==> src/sv/rcdb_pkg.sv <==
`default_nettype none
package rcdb_pkg;

  localparam int unsigned CanvasWidthDef  = 480;
  localparam int unsigned CanvasHeightDef = 480;

  localparam int unsigned CoordW = 12;
  localparam int unsigned CountW = 13;
  localparam int unsigned ColorW = 16;
  localparam int unsigned ReqW   = 16;
  // signed work width for clipping sums
  localparam int unsigned WorkW  = 18;

  typedef enum logic [1:0] {
    KIND_CLIPPED   = 2'd0,
    KIND_REJECTED  = 2'd1,
    KIND_PRESENTED = 2'd2,
    KIND_EMPTY     = 2'd3
  } kind_e;

  typedef enum logic {
    OP_FILL    = 1'b0,
    OP_PRESENT = 1'b1
  } op_e;

  typedef struct packed {
    logic [CountW-1:0]        top;
    logic signed [CountW-1:0] bottom;
  } band_t;

  typedef struct packed {
    logic [CountW-1:0] band_rows;
    logic [CoordW-1:0] band_top;
    logic [ColorW-1:0] out_color;
    logic [CountW-1:0] clip_h;
    logic [CountW-1:0] clip_w;
    logic [CoordW-1:0] clip_y;
    logic [CoordW-1:0] clip_x;
    kind_e             kind;
  } res_t;

  typedef struct packed {
    op_e                    op;
    logic signed [ReqW-1:0] rect_x;
    logic signed [ReqW-1:0] rect_y;
    logic signed [ReqW-1:0] rect_w;
    logic signed [ReqW-1:0] rect_h;
    logic [ColorW-1:0]      fill_color;
  } req_t;

endpackage
`default_nettype wire

==> src/sv/rcdb_clip.sv <==
`default_nettype none
module rcdb_clip #(
  parameter int unsigned CANVAS_WIDTH  = rcdb_pkg::CanvasWidthDef,
  parameter int unsigned CANVAS_HEIGHT = rcdb_pkg::CanvasHeightDef
) (
  input  wire logic           panel_ready_i,
  input  rcdb_pkg::req_t      req_i,
  input  rcdb_pkg::band_t     band_i,
  output rcdb_pkg::res_t      res_o,
  output logic                emit_o,
  output rcdb_pkg::band_t     band_o
);

  localparam int unsigned W = rcdb_pkg::WorkW;
  localparam logic signed [W-1:0] CwS = W'(CANVAS_WIDTH);
  localparam logic signed [W-1:0] ChS = W'(CANVAS_HEIGHT);

  logic signed [W-1:0] xs, ys, ws, hs;
  logic signed [W-1:0] xa, ya, wa, ha, wc, hc, bot;
  logic signed [W-1:0] top_s, bot_s;
  logic signed [rcdb_pkg::CountW:0] top_c, bot_c, rows;
  logic fill_ok, band_empty;

  assign xs = W'(req_i.rect_x);
  assign ys = W'(req_i.rect_y);
  assign ws = W'(req_i.rect_w);
  assign hs = W'(req_i.rect_h);

  assign top_s = $signed({{(W-rcdb_pkg::CountW){1'b0}}, band_i.top});
  assign bot_s = W'(band_i.bottom);
  assign top_c = $signed({1'b0, band_i.top});
  assign bot_c = {band_i.bottom[rcdb_pkg::CountW-1], band_i.bottom};
  assign band_empty = top_c > bot_c;
  assign rows = bot_c - top_c + (rcdb_pkg::CountW+1)'(1);

  always_comb begin
    xa = xs;
    wa = ws;
    if (xs < 0) begin
      wa = ws + xs;
      xa = '0;
    end
    ya = ys;
    ha = hs;
    if (ys < 0) begin
      ha = hs + ys;
      ya = '0;
    end
    wc = (xa + wa > CwS) ? CwS - xa : wa;
    hc = (ya + ha > ChS) ? ChS - ya : ha;
    bot = ya + hc - W'(1);
    fill_ok = panel_ready_i && (ws > 0) && (hs > 0) && (xa < CwS) && (ya < ChS)
              && (wc > 0) && (hc > 0);
  end

  always_comb begin
    res_o      = '0;
    res_o.kind = rcdb_pkg::KIND_REJECTED;
    emit_o     = 1'b1;
    band_o     = band_i;
    case (req_i.op)
      rcdb_pkg::OP_PRESENT: begin
        if (!panel_ready_i) begin
          emit_o = 1'b0;
        end else if (band_empty) begin
          res_o.kind = rcdb_pkg::KIND_EMPTY;
        end else begin
          res_o.kind      = rcdb_pkg::KIND_PRESENTED;
          res_o.band_top  = band_i.top[rcdb_pkg::CoordW-1:0];
          res_o.band_rows = rows[rcdb_pkg::CountW-1:0];
          band_o.top      = rcdb_pkg::CountW'(CANVAS_HEIGHT);
          band_o.bottom   = '1;
        end
      end
      rcdb_pkg::OP_FILL: begin
        if (fill_ok) begin
          res_o.kind      = rcdb_pkg::KIND_CLIPPED;
          res_o.clip_x    = xa[rcdb_pkg::CoordW-1:0];
          res_o.clip_y    = ya[rcdb_pkg::CoordW-1:0];
          res_o.clip_w    = wc[rcdb_pkg::CountW-1:0];
          res_o.clip_h    = hc[rcdb_pkg::CountW-1:0];
          res_o.out_color = req_i.fill_color;
          if (ya < top_s) band_o.top = ya[rcdb_pkg::CountW-1:0];
          if (bot > bot_s) band_o.bottom = bot[rcdb_pkg::CountW-1:0];
        end
      end
      default: begin
        emit_o = 1'b0;
      end
    endcase
  end

endmodule
`default_nettype wire

==> src/sv/rect_clip_dirty_band_tracker.sv <==
// a transferred request is held in the request register, then its result in the result register
// throughput: one request per cycle when not stalled, set by the single clip and band-update stage
// a stalled master side holds the result register and backs up the request register
// reset: panel not ready, dirty band empty (top = canvas height, bottom = -1),
// both pipeline registers empty
`default_nettype none
module rect_clip_dirty_band_tracker #(
  parameter int unsigned CANVAS_WIDTH  = rcdb_pkg::CanvasWidthDef,
  parameter int unsigned CANVAS_HEIGHT = rcdb_pkg::CanvasHeightDef
) (
  input  wire logic        clk_i,
  input  wire logic        rst_ni,
  input  wire logic        cfg_valid_i,
  output logic             cfg_ready_o,
  input  wire logic        cfg_data_i,     // panel_ready
  input  wire logic        s_axis_tvalid,
  output logic             s_axis_tready,
  input  wire logic [79:0] s_axis_tdata,   // rect_x, rect_y, rect_w, rect_h, fill_color
  input  wire logic        s_axis_tuser,   // op
  output logic             m_axis_tvalid,
  input  wire logic        m_axis_tready,
  // clip_x, clip_y, clip_w, clip_h, out_color, band_top, band_rows, zero pad
  output logic [95:0]      m_axis_tdata,
  output logic [1:0]       m_axis_tuser    // kind
);

  logic panel_ready_q;
  logic in_valid_q;
  rcdb_pkg::req_t  req_q;
  rcdb_pkg::band_t band_q, band_d;
  logic out_valid_q;
  rcdb_pkg::res_t  out_q, res;
  logic emit, advance, s_xfer;

  assign cfg_ready_o = 1'b1;

  always_ff @(posedge clk_i or negedge rst_ni) begin
    if (!rst_ni) begin
      panel_ready_q <= 1'b0;
    end else if (cfg_valid_i) begin
      panel_ready_q <= cfg_data_i;
    end
  end

  assign advance       = in_valid_q && (!out_valid_q || m_axis_tready);
  assign s_axis_tready = !in_valid_q || advance;
  assign s_xfer        = s_axis_tvalid && s_axis_tready;

  always_ff @(posedge clk_i or negedge rst_ni) begin
    if (!rst_ni) begin
      in_valid_q <= 1'b0;
    end else if (s_axis_tready) begin
      in_valid_q <= s_axis_tvalid;
    end
  end

  always_ff @(posedge clk_i) begin
    if (s_xfer) begin
      req_q.op         <= rcdb_pkg::op_e'(s_axis_tuser);
      req_q.rect_x     <= s_axis_tdata[15:0];
      req_q.rect_y     <= s_axis_tdata[31:16];
      req_q.rect_w     <= s_axis_tdata[47:32];
      req_q.rect_h     <= s_axis_tdata[63:48];
      req_q.fill_color <= s_axis_tdata[79:64];
    end
  end

  rcdb_clip #(
    .CANVAS_WIDTH (CANVAS_WIDTH),
    .CANVAS_HEIGHT(CANVAS_HEIGHT)
  ) u_clip (
    .panel_ready_i(panel_ready_q),
    .req_i        (req_q),
    .band_i       (band_q),
    .res_o        (res),
    .emit_o       (emit),
    .band_o       (band_d)
  );

  always_ff @(posedge clk_i or negedge rst_ni) begin
    if (!rst_ni) begin
      band_q.top    <= rcdb_pkg::CountW'(CANVAS_HEIGHT);
      band_q.bottom <= '1;
    end else if (advance) begin
      band_q <= band_d;
    end
  end

  always_ff @(posedge clk_i or negedge rst_ni) begin
    if (!rst_ni) begin
      out_valid_q <= 1'b0;
    end else if (advance) begin
      out_valid_q <= emit;
    end else if (m_axis_tready) begin
      out_valid_q <= 1'b0;
    end
  end

  always_ff @(posedge clk_i) begin
    if (advance && emit) begin
      out_q <= res;
    end
  end

  assign m_axis_tvalid = out_valid_q;
  assign m_axis_tuser  = out_q.kind;
  assign m_axis_tdata  = {5'b0, out_q.band_rows, out_q.band_top, out_q.out_color,
                          out_q.clip_h, out_q.clip_w, out_q.clip_y, out_q.clip_x};

  // presenting a band leaves it empty for the next request
  a_present_clears: assert property (@(posedge clk_i) disable iff (!rst_ni)
    (advance && emit && res.kind == rcdb_pkg::KIND_PRESENTED) |=>
      (band_q.top == rcdb_pkg::CountW'(CANVAS_HEIGHT) && band_q.bottom == '1))
    else $error("band not cleared after present");

  // a nonempty band lies inside the canvas
  a_band_inside: assert property (@(posedge clk_i) disable iff (!rst_ni)
    (band_q.bottom >= 0) |->
      (band_q.top <= band_q.bottom[rcdb_pkg::CountW-1:0] &&
       band_q.bottom < $signed((rcdb_pkg::CountW+1)'(CANVAS_HEIGHT))))
    else $error("dirty band out of canvas");

  // a clipped rectangle is never empty and stays within the canvas width
  a_clip_nonempty: assert property (@(posedge clk_i) disable iff (!rst_ni)
    (m_axis_tvalid && out_q.kind == rcdb_pkg::KIND_CLIPPED) |->
      (out_q.clip_w != '0 && out_q.clip_h != '0 &&
       32'(out_q.clip_x) + 32'(out_q.clip_w) <= CANVAS_WIDTH))
    else $error("clipped rectangle empty or off canvas");

  // a request held back by a stalled result stays in place
  a_req_held: assert property (@(posedge clk_i) disable iff (!rst_ni)
    (in_valid_q && !advance) |=> (in_valid_q && $stable(req_q)))
    else $error("stalled request lost");

endmodule
`default_nettype wire
==> config.mk <==
export PLATFORM = sky130hd
export DESIGN_NAME = rect_clip_dirty_band_tracker
export DESIGN_NICKNAME = d
export VERILOG_FILES = /design/src/sv/rcdb_pkg.sv /design/src/sv/rcdb_clip.sv /design/src/sv/rect_clip_dirty_band_tracker.sv
export SDC_FILE = /design/constraint.sdc
export NUM_CORES = 1
export LEC_CHECK = 0
export BUFFER_PORTS_ARGS = -buffer_cell sky130_fd_sc_hd__buf_2
export CAP_MARGIN = 20
export CORE_ASPECT_RATIO = 1.1
export CORE_UTILIZATION = 30
export CTS_CLUSTER_SIZE = 24
export DETAILED_ROUTE_END_ITERATION = 6
export PLACE_DENSITY = 0.47
export SLEW_MARGIN = 15
export SYNTH_ARGS = -nofsm -noshare
export SYNTH_HDL_FRONTEND = slang
export SYNTH_SLANG_ARGS = --single-unit
==> constraint.sdc <==
create_clock -name clk_i -period 27 [get_ports clk_i]
set_input_delay 4.05 -clock clk_i [delete_from_list [all_inputs] [get_ports clk_i]]
set_output_delay 4.05 -clock clk_i [all_outputs]
set_load 0.05 [all_outputs]
Yosys cells after proc, flatten, opt, wreduce, memory -nomap -nowiden. Index checks and enable logic that the tools add are counted.

Register bits after elaboration: 203. Latch bits: 0. Bits in writable memories: 0. ROM bits: 0. Input port bits: 87. Output and inout port bits: 101. Logic and storage cells: 88. Memories kept: 0.

$add $sub $neg: 10. Multiply operators: 0. Div/mod/pow operators: 0. Magnitude comparators: 13. Equality and inequality tests: 5. Shift-type cells: 0. Mux-type cells: 20. Bitwise operators: 3. Reductions and logical operators: 18.

Operators by type and width (number): $mux W18 (6); $mux W26 (3); $add A18 B18 Y18 (3); $pmux W26 S2 (1); $gt A18 B1 Y1 const B (2); $gt A18 B10 Y1 const B (2); $lt A18 B10 Y1 const B (2); $sub A10 B18 Y18 const A (2); $add A16 B16 Y17 (2); $gt A16 B1 Y1 const B (2); $lt A16 B1 Y1 const B (2); $mux W13 (2); $gt A18 B13 Y1 (1); $lt A18 B14 Y1 (1); $sub A18 B2 Y18 const B (1); $gt A14 B13 Y1 (1); $add A13 B2 Y13 const B (1); $sub A13 B13 Y13 (1); $reduce_and A5 Y1 (2); $logic_and A1 B1 Y1 (9); $mux W1 (6); $ne A2 B1 Y1 const B (3); $ne A2 B2 Y1 const B (2); $pmux W2 S2 (1); 7 further kinds (11).

Longest topological paths before layout. Gate-level depths: netlist of run 1.

Depth after elaboration: 11. Mapped depth: 47. Mapped depth without buffers: 44.

Hierarchy. From an unflattened synthesis of run 1, not the netlist that was laid out.

Cell total of the unflattened synthesis: 1554. Area, all modules: 15367.2 sq um.

Modules (own cells, without submodules): rcdb_clip (instances 1, cells each 1305, area an instance 8862.2 sq um, sequential area each 0.0 sq um); rect_clip_dirty_band_tracker (instances 1, cells each 249, area an instance 6505.0 sq um, sequential area each 5972.0 sq um).

Worst setup path after synthesis of run 1. Ideal clock, no wire load.

Kind: register -> register. From: register req_q[16] (netlist bit). To: register band_q[0] (netlist bit). Setup time: 0.082 ns. Arrival: 8.950 ns. Required time: 26.918 ns. Setup slack: 17.968 ns. Stages on the path, launching flop included: 42. Path buffers: 2. Period minus slack after synthesis: 9.032 ns. Cell sequence: edfxtp_1 ha_1 fa_1 a21o_1 a2111o_1 xor2_1 mux2i_1 inv_1 ha_1 a2111oi_2 o21ai_2 a311o_1 a311oi_1 and4_4 nand4_1 o211ai_1 clkbuf_1 mux2i_1 [... 6 more ...] a21oi_1 o21bai_1 a211oi_1 nor2_1 o41ai_1 o2111ai_1 a21oi_1 xor2_1 ha_1 nand4_1 a31oi_1 a211oi_1 a31oi_1 o21bai_1 nor2_1 clkbuf_1 nor2_1 a22oi_1.

Word-level cells in the longest chain between the ends: 10. Elaborated cells between the ends (all ways): 21. Those cells by class: 4 x add/sub; 4 x order compare; 2 x eq/ne; 5 x mux; 6 x reduce/logical.

RTL lines: from (decl) (RTL line rect_clip_dirty_band_tracker.sv:29) `rcdb_pkg::req_t req_q;`; $add A16 B16 Y17 (RTL line rcdb_clip.sv:46) `ha = hs + ys;`; $mux W18 (RTL line rcdb_clip.sv:45) `if (ys < 0) begin`; $add A18 B18 Y18 (RTL line rcdb_clip.sv:50) `hc = (ya + ha > ChS) ? ChS - ya : ha;`; $gt A18 B10 Y1 (RTL line rcdb_clip.sv:50); $mux W18 (RTL line rcdb_clip.sv:50); $add A18 B18 Y18 (RTL line rcdb_clip.sv:51) `bot = ya + hc - W'(1);`; $sub A18 B2 Y18 (RTL line rcdb_clip.sv:51); $gt A18 B13 Y1 / $mux W13 (equally long branches) (RTL line rcdb_clip.sv:84) `if (bot > bot_s) band_o.bottom = bot[rcdb_pkg::CountW-1:0];`; $ne A2 B1 Y1 (no line) / $mux W26 (equally long branches); $reduce_and A5 Y1 (no line) / $pmux W26 S2 (equally long branches); to (signal assigned) (RTL line rect_clip_dirty_band_tracker.sv:85) `band_q <= band_d;`; to (decl) (RTL line rect_clip_dirty_band_tracker.sv:30) `rcdb_pkg::band_t band_q, band_d;`.

Several ways; a longest one is shown, not always the timed one. The select of a mux whose other input is x is not followed. A chain may end at the register's enable or synchronous reset.

Worst setup path in the final report of run 1.
From: register req_q[16] (netlist bit). To: register band_q[8] (netlist bit).

The elaborated chain is that of the path after synthesis.

==> metrics.yaml, run 1 <==
grt:
  antenna_found_initial: 0
  grt_pass1_wl_um: 68100
  global_route.overflow_total: 0
  grt_max_degree: 69
  grt_pass1_vias: 11600
  grt_use_total_pct: 17.6
logic_synthesis:
  synth_area_leaders: "edfxtp_1, ha_1, nor2_1"
  synthFlopType: "edfxtp_1"
  synth_edf_count: 174
  ys_ff_latch: 203
  syn-cell-area_sq_um: 14800
  ys_seq_area_share_pct: 40.4
  synth.distinct_cells: 80
  synthTopCellsByCount: "nor2_1, edfxtp_1, ha_1"
  avgSynthCellArea_sq_um: 9.68
  ys_warn_count: 0
  synth_cells: 1527
  yosysTopAreaCellShare_pct: 35.4
  synth-async-reset-ratio_pct: 14.3
  yosys.area.top_type: "edfxtp_1"
  yosys.cell_count.top_type: "nor2_1"
timing:
  relSlewSlack_pct: 34.0
  layout_setup_ws_ns: 16.45
  rsz0062_at_grt: "no"
  final-setup-viol-count: 0
  min_period_ns: 10.55
  final_hold_viol_count: 0
  period_share_pct: 39.1
  skew_ns: 0.0188
  fin_setup_tns_ns: 0
  fmax_mhz: 94.8
  slew_violations: 0
  worstMarginPinSlew_ns: 0.990
floorplan:
  die_w_um: 214
  std_cell_rows: 84
  start_util_pct: 30.6
  io_pins: 188
  die_area_sq_um: 50200
  core_area_sq_um: 48200
  die_h_um: 235
pwr:
  p_leak_nw: 7.33
  power-per-cell-area_nw_per_um2: 83.7
  peakVddDrop_mv: 0.0477
setup_path:
  path_buf_inv: 2
  cp_top_family: "compound AO/OA/AOI/OAI gates"
  crit_type: "register to register"
  critPathLaunchType: "register"
  cp.arrival_ns: 11.00
  startpoint: "req_q[16]"
  slowest_stage: "o21bai_1"
  r2r_start: "req_q[16]"
  required_ns: 27.46
  r2r-end: "band_q[8]"
  ff2ff_path_depth: 40
  end_kind: "register"
  path_max_fanout: 21
  reg2reg_setup_slack_ns: 16.45
  max_stage_delay_ns: 0.75
cts:
  cts_buffers: 25
  clockBufferDepth: 3
  cts.sinks: 203
  tritoncts: "yes"
  cts-root-buf: "clkbuf_16"
  cts-resized-gates: 0
  postCtsHoldBufs: 0
  path_clk_slew_ns: 0.06
  clkLatencyLatePin_ns: 0.56
  cts_max_level: 1
  postCtsSetupBuffers: 0
placement:
  numPortBuffers: 181
  pre_cts_ws_ns: 16.53
  dp_cells: 2313
  gp_congestion: 0.859
  dp_hpwl_um: 34900
layout:
  drive_gt1_share_pct: 16.7
  nets: 1950
  layout.cells.non_filler: 2359
  synthToLayoutAreaGrowth_pct: 15.9
  diodes: 0
route:
  drtIter0Drc: 618
  wl_per_cell_um: 18.9
  drc: 0
  via_count: 12100
  ant_nets: 0
  wl_um: 44500
  viasPerCell: 5.11
  first_pass_iters: 5
min_path:
  min_to: "band_q[12]"
  hp-start: "band_q[12]"
  min_path_cells: 2
  hold_class: "register to register"
job:
  max_cap_viol_count: 0
run_status:
  status: "finished clean"
## worst min-delay path: stages (launching register included)
cell	delay [ns]
dfstp_2	0.37
nor2_1	0.09
a21oi_1	0.07
## flip-flops by register name, summed over array words and instances, names as in the netlist
name,cells
m_axis_tuser,2
in_valid_q,1
panel_ready_q,1
m_axis_tvalid,1
m_axis_tdata,91
req_q,81
band_q,26
## worst max-delay path by stage
| stage | endpoint | slack [ns] | depth (start not counted) |
|---|---|---|---|
| after floorplan | band_q[0] | 17.97 | 41 |
| after global placement | band_q[12] | 16.83 | 40 |
| after detailed placement | band_q[8] | 16.53 | 40 |
| after CTS | band_q[8] | 16.48 | 40 |
| after global routing | band_q[0] | 15.53 | 40 |
| final | band_q[8] | 16.45 | 40 |
## metrics by stage
step	hold WS (ns)	cell area, sq um	total power [mW]	utilization, %
2_1_floorplan	0.500	14800	0.946	-
3_3_place_gp	0.512	16300	1.12	33.9
3_5_place_dp	0.519	16300	1.12	33.9
4_1_cts	0.525	17100	1.45	35.5
5_1_grt	0.560	17100	1.54	35.5
6_report	0.528	17100	1.43	35.5
## report_power, final
group | switching (mW) | total [mW] | internal, mW
registers | 0.0278 | 0.423 | 0.395
clock network | 0.140 | 0.321 | 0.181
logic | 0.426 | 0.690 | 0.264
## cell families (layout without fill, tap and decap cells)
logic type,Yosys count,in the layout,share of synthesized area (%)
multiplexers,38,38,2.73
flip-flops,203,203,40.4
adder cells (fa/ha/maj),167,167,14.5
buffers and inverters,190,367,5.14
AO/OA/AOI/OAI,364,364,16.3
other,2,12,0.0508
XOR/XNOR,76,76,4.50
AND/OR/NAND/NOR,487,487,16.3
## placed cells by master (no fill, tap or decap), types with 12 or more instances in the layout
master,instances
xnor2_1,48
nor2b_1,28
mux2i_1,19
nor4_1,35
nand2b_1,24
mux2_2,19
a21o_1,31
buf_2,181
nand3_1,32
a211oi_1,27
conb_1,12
inv_1,132
ha_1,160
nand4_1,15
clkbuf_16,25
a31oi_1,13
xor2_1,28
a21oi_1,103
o211ai_1,16
o21ai_0,55
nor2_1,184
dfstp_2,17
edfxtp_1,174
and3_1,12
nor3_1,46
nand2_1,54
dfrtp_1,12
o21bai_1,13
o21a_1,18
## cell type report
type,instances,area [sq um]
flip-flops and latches,203,5970
well taps,645,807
inverters,132,495
repair buffers,190,986
clock inverters,17,134
clock buffers,28,637
multi-input cells,1144,8100
fillers,4951,31100
## metal layers
layer	up-vias	global-route usage, %	routed length [um]
met5	-	0	0
met4	0	4.26	852
li1	5949	-	-
met1	5758	23.3	20100
met2	301	30.0	21500
met3	43	2.14	2050
No activity file was read; power rests on OpenSTA's default activity.
==> run 2, diff against run 1 <==
==> constraint.sdc (replaced) <==
create_clock -name clk_i -period 10.5 [get_ports clk_i]
set_input_delay 1.575 -clock clk_i [delete_from_list [all_inputs] [get_ports clk_i]]
set_output_delay 1.575 -clock clk_i [all_outputs]
set_load 0.05 [all_outputs]
==> metrics.yaml, run 2 (same netlist as run 1, synthesis figures left out) <==
setup_path:
  r2r-end: "band_q[0]"  # was band_q[8]
  ff2ff_path_depth: 38  # was 40
  cp_common_cell: "ha_1"
  slowest_stage: "fa_1"  # was o21bai_1
  required_ns: 10.97  # was 27.46 ns
  end_kind: "register"  # unchanged
  cp.arrival_ns: 10.12  # was 11.00 ns
  reg2reg_setup_slack_ns: 0.85  # was 16.45 ns
  critPathLaunchType: "register"  # unchanged
  max_stage_delay_ns: 0.43  # was 0.75 ns
  path_max_fanout: 17  # was 21
  r2r_start: "req_q[48]"  # was req_q[16]
  crit_type: "register to register"  # unchanged
cts:
  path_clk_slew_ns: 0.06  # about the same
  postCtsHoldBufs: 0  # unchanged
  postCtsSetupBuffers: 0  # unchanged
  cts.sinks: 203  # unchanged
  cts_buffers: 24  # was 25
  cts-root-buf: "clkbuf_16"  # unchanged
  cts_max_level: 1  # unchanged
  clkLatencyLatePin_ns: 0.55  # was 0.56 ns
  clockBufferDepth: 3  # unchanged
  tritoncts: "yes"  # unchanged
layout:
  largest_register_ffs: 91  # unchanged
  synthToLayoutAreaGrowth_pct: 16.4  # was 15.9%
  mostFrequentLayoutCells: "nor2_1, buf_2, edfxtp_1"  # unchanged
  mostFrequentLayoutCell: "nor2_1"  # unchanged
  diodes: 0  # unchanged
  drive_gt1_share_pct: 17.2  # was 16.7%
  multiInputGateArea_sq_um: 8130  # was 8100 sq um
  seq_area_sq_um: 5970  # unchanged
  fill_cells: 4944  # was 4951
  nets: 1957  # was 1950
pwr:
  power-per-cell-area_nw_per_um2: 214  # was 83.7 nW/um^2
  peakVddDrop_mv: 0.119  # was 0.0477 mV
  clock_power_share_pct: 21.8  # was 22.4%
  power.switching_mw: 1.50  # was 0.593 mW
  p_leak_nw: 7.37  # was 7.33 nW
  power_frac_seq_pct: 29.6  # was 29.5%
  power_frac_comb_pct: 48.7  # was 48.1%
  internal_power_mw: 2.18  # was 0.840 mW
  p_sw_share_pct: 40.9  # was 41.4%
min_path:
  min_path_cells: 2  # unchanged
  hold_class: "register to register"  # unchanged
  min_to: "band_q[12]"  # unchanged
  hp-start: "band_q[12]"  # unchanged
route:
  ant_nets: 0  # unchanged
  drtIter0Drc: 665  # was 618
  wl_per_cell_um: 18.9  # about the same
  wl_um: 44700  # was 44500 um
  via_count: 12000  # was 12.1k
  drc: 0  # unchanged
  viasPerCell: 5.07  # was 5.11
  first_pass_iters: 5  # unchanged
run_status:
  status: "finished clean"  # unchanged
floorplan:
  start_util_pct: 30.6  # unchanged
  die_area_sq_um: 50200  # unchanged
  io_pins: 188  # unchanged
  std_cell_rows: 84  # unchanged
  die_w_um: 214  # unchanged
  core_area_sq_um: 48200  # unchanged
  die_h_um: 235  # unchanged
job:
  max_cap_viol_count: 0  # unchanged
grt:
  grt_max_degree: 65  # was 69
  global_route.overflow_total: 0  # unchanged
  grt_pass1_vias: 11900  # was 11.6k
  antenna_found_initial: 1  # was 0
  grt_use_total_pct: 17.7  # was 17.6%
  grt_pass1_wl_um: 68700  # was 68100 um
placement:
  pre_cts_ws_ns: 0.510  # was 16.53 ns
  dp_hpwl_um: 35200  # was 34900 um
  numPortBuffers: 181  # unchanged
  gp_congestion: 0.891  # was 0.859
timing:
  final-setup-viol-count: 0  # unchanged
  skew_ns: 0.0184  # was 0.0188 ns
  fin_setup_tns_ns: 0  # unchanged
  min_period_ns: 9.65  # was 10.55 ns
  worstMarginPinSlew_ns: 0.968  # was 0.990 ns
  fmax_mhz: 104  # was 94.8 MHz
  period_share_pct: 91.9  # was 39.1%
  relSlewSlack_pct: 34.6  # was 34.0%
  slew_violations: 0  # unchanged
  layout_setup_ws_ns: 0.849  # was 16.45 ns
  final_hold_viol_count: 0  # unchanged
  rsz0062_at_grt: "no"  # unchanged
-- run 2: cell count changes in the layout (fill, tap and decap cells not counted), moves of 2 or more --
| cell | previous run | this run |
|---|---|---|
| buf_4 | 8 | 16 |
| o41ai_1 | 4 | 2 |
| inv_8 | 2 | 0 |
| clkinv_2 | 8 | 5 |
| clkbuf_8 | 0 | 2 |
| clkbuf_4 | 0 | 4 |
-- run 2: worst max-delay path by stage --
| stage | from | to | slack (ns) | cells after the start |
|---|---|---|---|---|
| after detailed placement | req_q[16] | band_q[0] | 0.51 | 40 |
| after CTS | req_q[16] | band_q[8] | 0.45 | 40 |
| after global placement | req_q[16] | band_q[0] | 0.57 | 41 |
| final | req_q[48] | band_q[0] | 0.85 | 38 |
| after global routing | req_q[16] | band_q[8] | 0.11 | 41 |
| after floorplan | req_q[16] | band_q[0] | 1.47 | 41 |
-- run 2: repair_timing --
item	4_1_cts	5_1_grt
resized for setup	0	4
endpoints found under the hold margin	0	0
setup endpoints to repair	0	13
-- run 2: power by group through the flow --
stage	sequential [mW]	combinational, mW	clock, mW
after floorplan	1.22	1.22	0
after global placement	1.10	1.77	0
after detailed placement	1.11	1.77	0
after CTS	1.09	1.78	0.831
after global routing	1.10	2.00	0.858
final	1.09	1.79	0.801
-- run 2: critical path, delay by kind of cell (launching register included) --
kind / cells / cell delay (ns)
and+or+nand+nor: 6 / 1.35
buffers and inverters: 4 / 0.72
muxes: 2 / 0.56
adders and majority gates: 6 / 1.91
AOI/OAI and AO/OA: 18 / 4.26
xor gates and xnor gates: 2 / 0.35
DFF: 1 / 0.42
-- run 2: final cells by class --
cell class,count,share of cell area (%)
multi-input combinational,1144,47.3
sequential,203,34.7
clock inverter,10,0.509
timing repair buffer,198,6.08
clock buffer,32,3.87
inverter,132,2.88
tap,645,4.69
-- run 2: layer usage --
metal	global-route usage [%]	vias to the layer above	part of all wire [%]
li1	-	5954	-
met4	4.76	2	2.3
met1	22.9	5696	45
met5	0	-	0.029
met3	2.30	60	4.1
met2	30.7	282	49
-- run 2: stage by stage --
stage	power, mW	util, %	hold WS, ns	instance area (sq um)	std cells
floorplan	2.43	-	0.500	14800	1537
global placement	2.87	34.0	0.513	16400	2321
detailed placement	2.88	34.0	0.515	16400	2321
CTS	3.71	35.6	0.524	17200	2363
global route	3.96	35.7	0.539	17200	2364
finish	3.68	35.7	0.522	17200	2364
